File: config.mk
export PLATFORM = sky130hd
export DESIGN_NAME = lmlt_root_div
export DESIGN_NICKNAME = d
export VERILOG_FILES = /design/src/rtl/core/lmlt_pkg.sv /design/src/rtl/core/lmlt_root_div.sv
export SDC_FILE = /design/constraint.sdc
export NUM_CORES = 1
export LEC_CHECK = 0
export ABC_AREA = 1
export BUFFER_PORTS_ARGS = -buffer_cell sky130_fd_sc_hd__buf_2
export CAP_MARGIN = 20
export CORE_MARGIN = 2
export CORE_UTILIZATION = 30
export CTS_CLUSTER_SIZE = 16
export DETAILED_ROUTE_END_ITERATION = 8
export GPL_TIMING_DRIVEN = 0
export HOLD_SLACK_MARGIN = 0.15
export PLACE_DENSITY = 0.45
export SYNTH_ARGS = -nofsm -noshare
export SYNTH_HDL_FRONTEND = slang
export SYNTH_SLANG_ARGS = --single-unit
export TNS_END_PERCENT = 5
File: constraint.sdc
create_clock -name clk -period 3 [get_ports clk]
set_clock_uncertainty 0.1 [all_clocks]
set_input_delay 0.3 -clock clk [delete_from_list [all_inputs] [get_ports clk]]
set_output_delay 0.3 -clock clk [all_outputs]
set_load 0.03 [all_outputs]
File: src/rtl/core/lmlt_pkg.sv
`default_nettype none
package lmlt_pkg;

    // payload of one input transfer
    typedef struct packed {
        logic               kind;
        logic [15:0]        range_mm;
        logic signed [15:0] x_mm;
        logic signed [15:0] y_mm;
        logic               last_beam;
    } lmlt_in_t;

    // payload of one result transfer
    typedef struct packed {
        logic               result_kind;
        logic signed [15:0] pos_x_mm;
        logic signed [15:0] pos_y_mm;
        logic [9:0]         person_count;
        logic               goal_valid;
        logic               last;
    } lmlt_out_t;

    typedef enum logic [2:0] {
        CFG_MOTION_THRESHOLD = 3'd0,
        CFG_GAP_THRESHOLD    = 3'd1,
        CFG_MOVING_SHARE     = 3'd2,
        CFG_LEG_MIN          = 3'd3,
        CFG_LEG_MAX          = 3'd4,
        CFG_PAIR_DISTANCE    = 3'd5,
        CFG_RANGE_LIMIT      = 3'd6,
        CFG_SETTLE_SCANS     = 3'd7
    } lmlt_cfg_e;

    typedef enum logic {
        OP_SQRT = 1'b0,
        OP_DIV  = 1'b1
    } lmlt_op_e;

    // command to the shared root / divide unit
    typedef struct packed {
        logic     start;
        lmlt_op_e op;
    } lmlt_cmd_t;

    typedef enum logic [4:0] {
        ST_IDLE,
        ST_LOOKUP,
        ST_GAP_SQX,
        ST_GAP_SQY,
        ST_GAP_GO,
        ST_GAP_WAIT,
        ST_CLOSE,
        ST_DIVX_GO,
        ST_DIVX_WAIT,
        ST_DIVY_GO,
        ST_DIVY_WAIT,
        ST_PAIR_SQX,
        ST_PAIR_SQY,
        ST_PAIR_GO,
        ST_PAIR_WAIT,
        ST_PERSON,
        ST_LEG_DONE,
        ST_FINISH,
        ST_SUMMARY
    } lmlt_state_e;

    localparam logic KIND_BEAM   = 1'b0;
    localparam logic KIND_GOAL   = 1'b1;
    localparam logic RES_PERSON  = 1'b0;
    localparam logic RES_SUMMARY = 1'b1;

    localparam logic [9:0]  PERSONS_MAX = 10'd1023;
    localparam logic [10:0] POINTS_MAX  = 11'd2047;
    localparam logic [4:0]  SQRT_STEPS  = 5'd17;
    localparam logic [4:0]  DIV_STEPS   = 5'd27;

endpackage
`default_nettype wire

File: src/rtl/core/lmlt_root_div.sv
`default_nettype none
module lmlt_root_div (
    input  wire logic               clk,
    input  wire logic               rst_n,
    input  wire lmlt_pkg::lmlt_cmd_t cmd,
    input  wire logic [33:0]        opa,
    input  wire logic [10:0]        divisor,
    output logic                    busy,
    output logic [26:0]             result
);
    import lmlt_pkg::*;

    logic        busy_reg, busy_next;
    logic [4:0]  cnt_reg, cnt_next;
    lmlt_op_e    op_reg;
    logic [33:0] acc_reg;
    logic [19:0] rem_reg;
    logic [26:0] q_reg;
    logic [10:0] div_reg;

    logic [19:0] rem_sh;
    logic [19:0] trial;
    logic        fits;

    // one restoring step: two radicand bits for a root, one dividend bit for a quotient
    always_comb
    begin
        if (op_reg == OP_SQRT)
        begin
            rem_sh = {rem_reg[17:0], acc_reg[33:32]};
            trial  = {q_reg[17:0], 2'b01};
        end
        else
        begin
            rem_sh = {rem_reg[18:0], acc_reg[33]};
            trial  = {9'd0, div_reg};
        end
        fits = (rem_sh >= trial);
    end

    always_comb
    begin
        busy_next = busy_reg;
        cnt_next  = cnt_reg;
        if (cmd.start)
        begin
            busy_next = 1'b1;
            cnt_next  = (cmd.op == OP_DIV) ? DIV_STEPS : SQRT_STEPS;
        end
        else if (busy_reg)
        begin
            cnt_next = cnt_reg - 5'd1;
            if (cnt_reg == 5'd1)
                busy_next = 1'b0;
        end
    end

    always_ff @(posedge clk or negedge rst_n)
    begin
        if (!rst_n)
        begin
            busy_reg <= 1'b0;
            cnt_reg  <= '0;
        end
        else
        begin
            busy_reg <= busy_next;
            cnt_reg  <= cnt_next;
        end
    end

    always_ff @(posedge clk)
    begin
        if (cmd.start)
        begin
            op_reg  <= cmd.op;
            acc_reg <= (cmd.op == OP_DIV) ? {opa[26:0], 7'd0} : opa;
            rem_reg <= '0;
            q_reg   <= '0;
            div_reg <= divisor;
        end
        else if (busy_reg)
        begin
            acc_reg <= (op_reg == OP_SQRT) ? {acc_reg[31:0], 2'b00} : {acc_reg[32:0], 1'b0};
            rem_reg <= fits ? (rem_sh - trial) : rem_sh;
            q_reg   <= {q_reg[25:0], fits};
        end
    end

    assign busy   = busy_reg;
    assign result = q_reg;

endmodule
`default_nettype wire

==> key figures <==
STA
  – Measured slew at the worst slew-check pin: 686 ps
  – Worst slew margin: 0.543
  – Fmax achieved: 339 MHz
  – Final Hold Slack: 198 ps
  – Fin. Hold Viols: 0
  – Max-slew violations: 0
  – Tcrit/Tclk final: 0.982
  – Setup violations, final: 0
  – Minimum clock period: 2950 ps

Clock network
  – CTS root buf: clkbuf_16
  – Max H-tree Level: 3
  – Skew-Pair Late Insertion Delay: 340 ps
  – Clk sinks: 98
  – TritonCTS clock tree: yes
  – Clk slew on worst S/H paths: 70 ps
  – CTS max path bufs: 2
  – CTS Buf Count: 9

Placed design
  – Post-DP HPWL: 14.1 mm
  – GPL Wtd Cong: 0.854
  – Buffers on Ports: 76

Worst setup path
  – Family with the most delay on the worst path: simple AND/OR/NAND/NOR gates
  – Endpoint type of the worst setup path: flip-flop
  – Max FO, Critical Path: 5
  – Critical-path cell list: inv_2 > buf_8 > buf_8 > or2_2 > ha_4 > inv_2 > fa_2 > nand3_4 > nand3_4 > nand3_2 > nand3_4 > nand2_4 > nand2_8 > buf_8 > nand3_1 > o211ai_1 > nand2_1
  – Worst path buffer plus inverter count: 5
  – Worst EP arrival: 3070 ps
  – Worst Setup SP: op_reg
  – Worst EP required: 3130 ps
  – R2r setup slk: 50 ps
  – Slowest library cell on the worst path: edfxtp_1
  – Startpoint type of the worst setup path: flip-flop
  – Critical path type: reg2reg
  – R2r endpoint: rem_reg[13]
  – Cells on worst reg2reg path: 17
  – CP max stage delay: 490 ps
  – Reg-to-reg startpoint: op_reg

Synth
  – Syn Area/Cell: 7.70 sq um
  – Count of different cell masters after synthesis: 39
  – Cells after Synth: 753
  – Post-synth EDFFs: 46
  – Yosys top cell by area: edfxtp_1
  – FF+latch count, synth: 98
  – Synth top area cells: edfxtp_1, dfxtp_1, nand2_1
  – Mapped Nets: 825
  – Most used DFF post-synth: edfxtp_1
  – Synth top area share: 0.238
  – Ys Warns: 0
  – Seq/Total Area, Yosys: 0.423
  – Synth Cell Area: 5800 sq um
  – Post-synth ARST share: 0.0612

Job
  – Max-cap viol count: 0

Global routing
  – All-Layer GR Usage: 0.182
  – Initial antenna violation count: 0
  – First-pass GRT wire length: 28.5 mm
  – Vias in the first global route: 5241
  – Largest net degree at the start of global routing: 30
  – Grt ovf: 0

Hold path
  – HP Start: opa[0]
  – Hold Crit Depth: 3
  – Hold crit path type: in2reg
  – Hold Crit Endpoint: acc_reg[0]

Pwr
  – Pwr dens: 786 nW/um^2
  – Tot Pwr: 5.95 mW
  – Max VDD drop: 0.284 mV
  – Leakage power: 3.44 nW

Finish
  – Final Net Count: 948
  – Share of layout cells above drive strength 1: 0.222
  – Synth-to-Final Area Change: 30.6%
  – Inserted Diodes: 0
  – Max reg flops: 34

Routing
  – Via count: 5454
  – Final WL: 19.0 mm
  – First DRT Iteration DRCs: 334
  – Vias per cell: 4.78
  – WL/cell: 16.6 um
  – Drt drc: 0
  – First-pass DRT Iterations: 5
  – Routed Antenna Nets: 0

Status
  – Status: finished clean

Floorplanning
  – Core ar.: 18800 sq um
  – Initial core utilization: 0.308
  – Die Y: 143 um
  – Die width: 143 um
  – Rows: 50
  – Die area: 20500 sq um
  – Io pins: 77
-- cells in the final DEF, fill, tap and decap left out, drive strengths merged, types with 2 or more instances in the layout --
cell         synthesis  layout
xor2                 3       3
xnor2                8       8
o221ai              28      28
o21ai               56      56
nor2                35      35
buf                  7     109
ha                  22      22
nand2              184     184
dlygate4sd3          0      13
o22ai               30      30
o211ai              35      35
or2                  6       6
a21o                 2       2
inv                141     141
edfxtp              46      46
nand3               32      32
a21oi               20      20
clkbuf              29      38
dfrtp                6       6
clkinv               1       4
nor3                 5       5
nand4                4       4
dfxtp               46      46
-- through the flow --
stage	setup TNS (ps)	std cells	utilization	setup slack, ps	cell area, sq um
floorplan	0	753	-	48.0	5800
global placement	-31640	1089	0.345	-870	6500
global route	-569	1141	0.402	-57.7	7570
detailed placement	-16360	1090	0.347	-868	6530
finish	0	1141	0.402	52.6	7570
CTS	0	1121	0.374	3.74	7050
-- how the worst max path moves through the flow --
stage	endpoint	slack, ps	depth (start not counted)
2_1_floorplan	rem_reg[14]	50	18
3_3_place_gp	rem_reg[12]	-870	18
3_5_place_dp	rem_reg[12]	-870	18
4_1_cts	rem_reg[13]	4	18
5_1_grt	rem_reg[8]	-60	17
6_report	rem_reg[13]	50	17
-- report_power, final --
group / leakage (nW) / switching [mW] / internal (mW)
logic: 2.35 / 1.70 / 1.29
registers: 0.934 / 0.114 / 1.63
clock network: 0.158 / 0.507 / 0.720
-- area by class of cell --
class / count / area, sq um
clock inverter: 4 / 48.8
sequential: 98 / 2450
tap: 260 / 325
multi-input combinational: 477 / 2930
clock buffer: 12 / 268
buffer: 36 / 245
fill: 2008 / 11300
timing repair buffer: 112 / 766
inverter: 142 / 536
-- repair_timing --
action                     CTS  global route
gates cloned                 0             4
pin swaps                    3            20
buffers inserted             2            16
hold buffers                13             0
gates resized for setup     27            85
hold endpoints to repair    18             0
setup endpoints to repair   20            20
-- routing by layer --
metal	up-vias	wire, um	GRT usage	share of wire
met2	108	9000	0.297	0.47
met5	-	0	0	0
met4	0	358	0.0516	0.019
met3	23	541	0.0225	0.029
met1	2549	9070	0.253	0.48
li1	2774	-	-	-
-- cell usage after synthesis, types with 7 or more instances --
library cell,count
edfxtp_1,46
o21ai_0,49
o22ai_1,30
inv_1,138
o221ai_1,28
o21ai_1,7
nand3_1,32
nand2_1,178
xnor2_1,8
ha_1,22
dfxtp_1,46
a21oi_1,20
nor2_1,29
o211ai_1,35
clkbuf_1,29
-- worst min-delay path: stages --
cell,delay [ps]
buf_2,80
inv_1,50
nor2_1,100
-- logic make-up after synthesis --
kind of cell	count (synthesis)	synth area share
multiplexers	1	0.00173
flip-flops	98	0.423
XOR/XNOR	11	0.0166
buffers and inverters	178	0.121
adder cells (fa/ha/maj)	23	0.0509
AO/OA/AOI/OAI	174	0.192
AND/OR/NAND/NOR	268	0.194
Note: power is estimated with default switching activity, not from simulation.
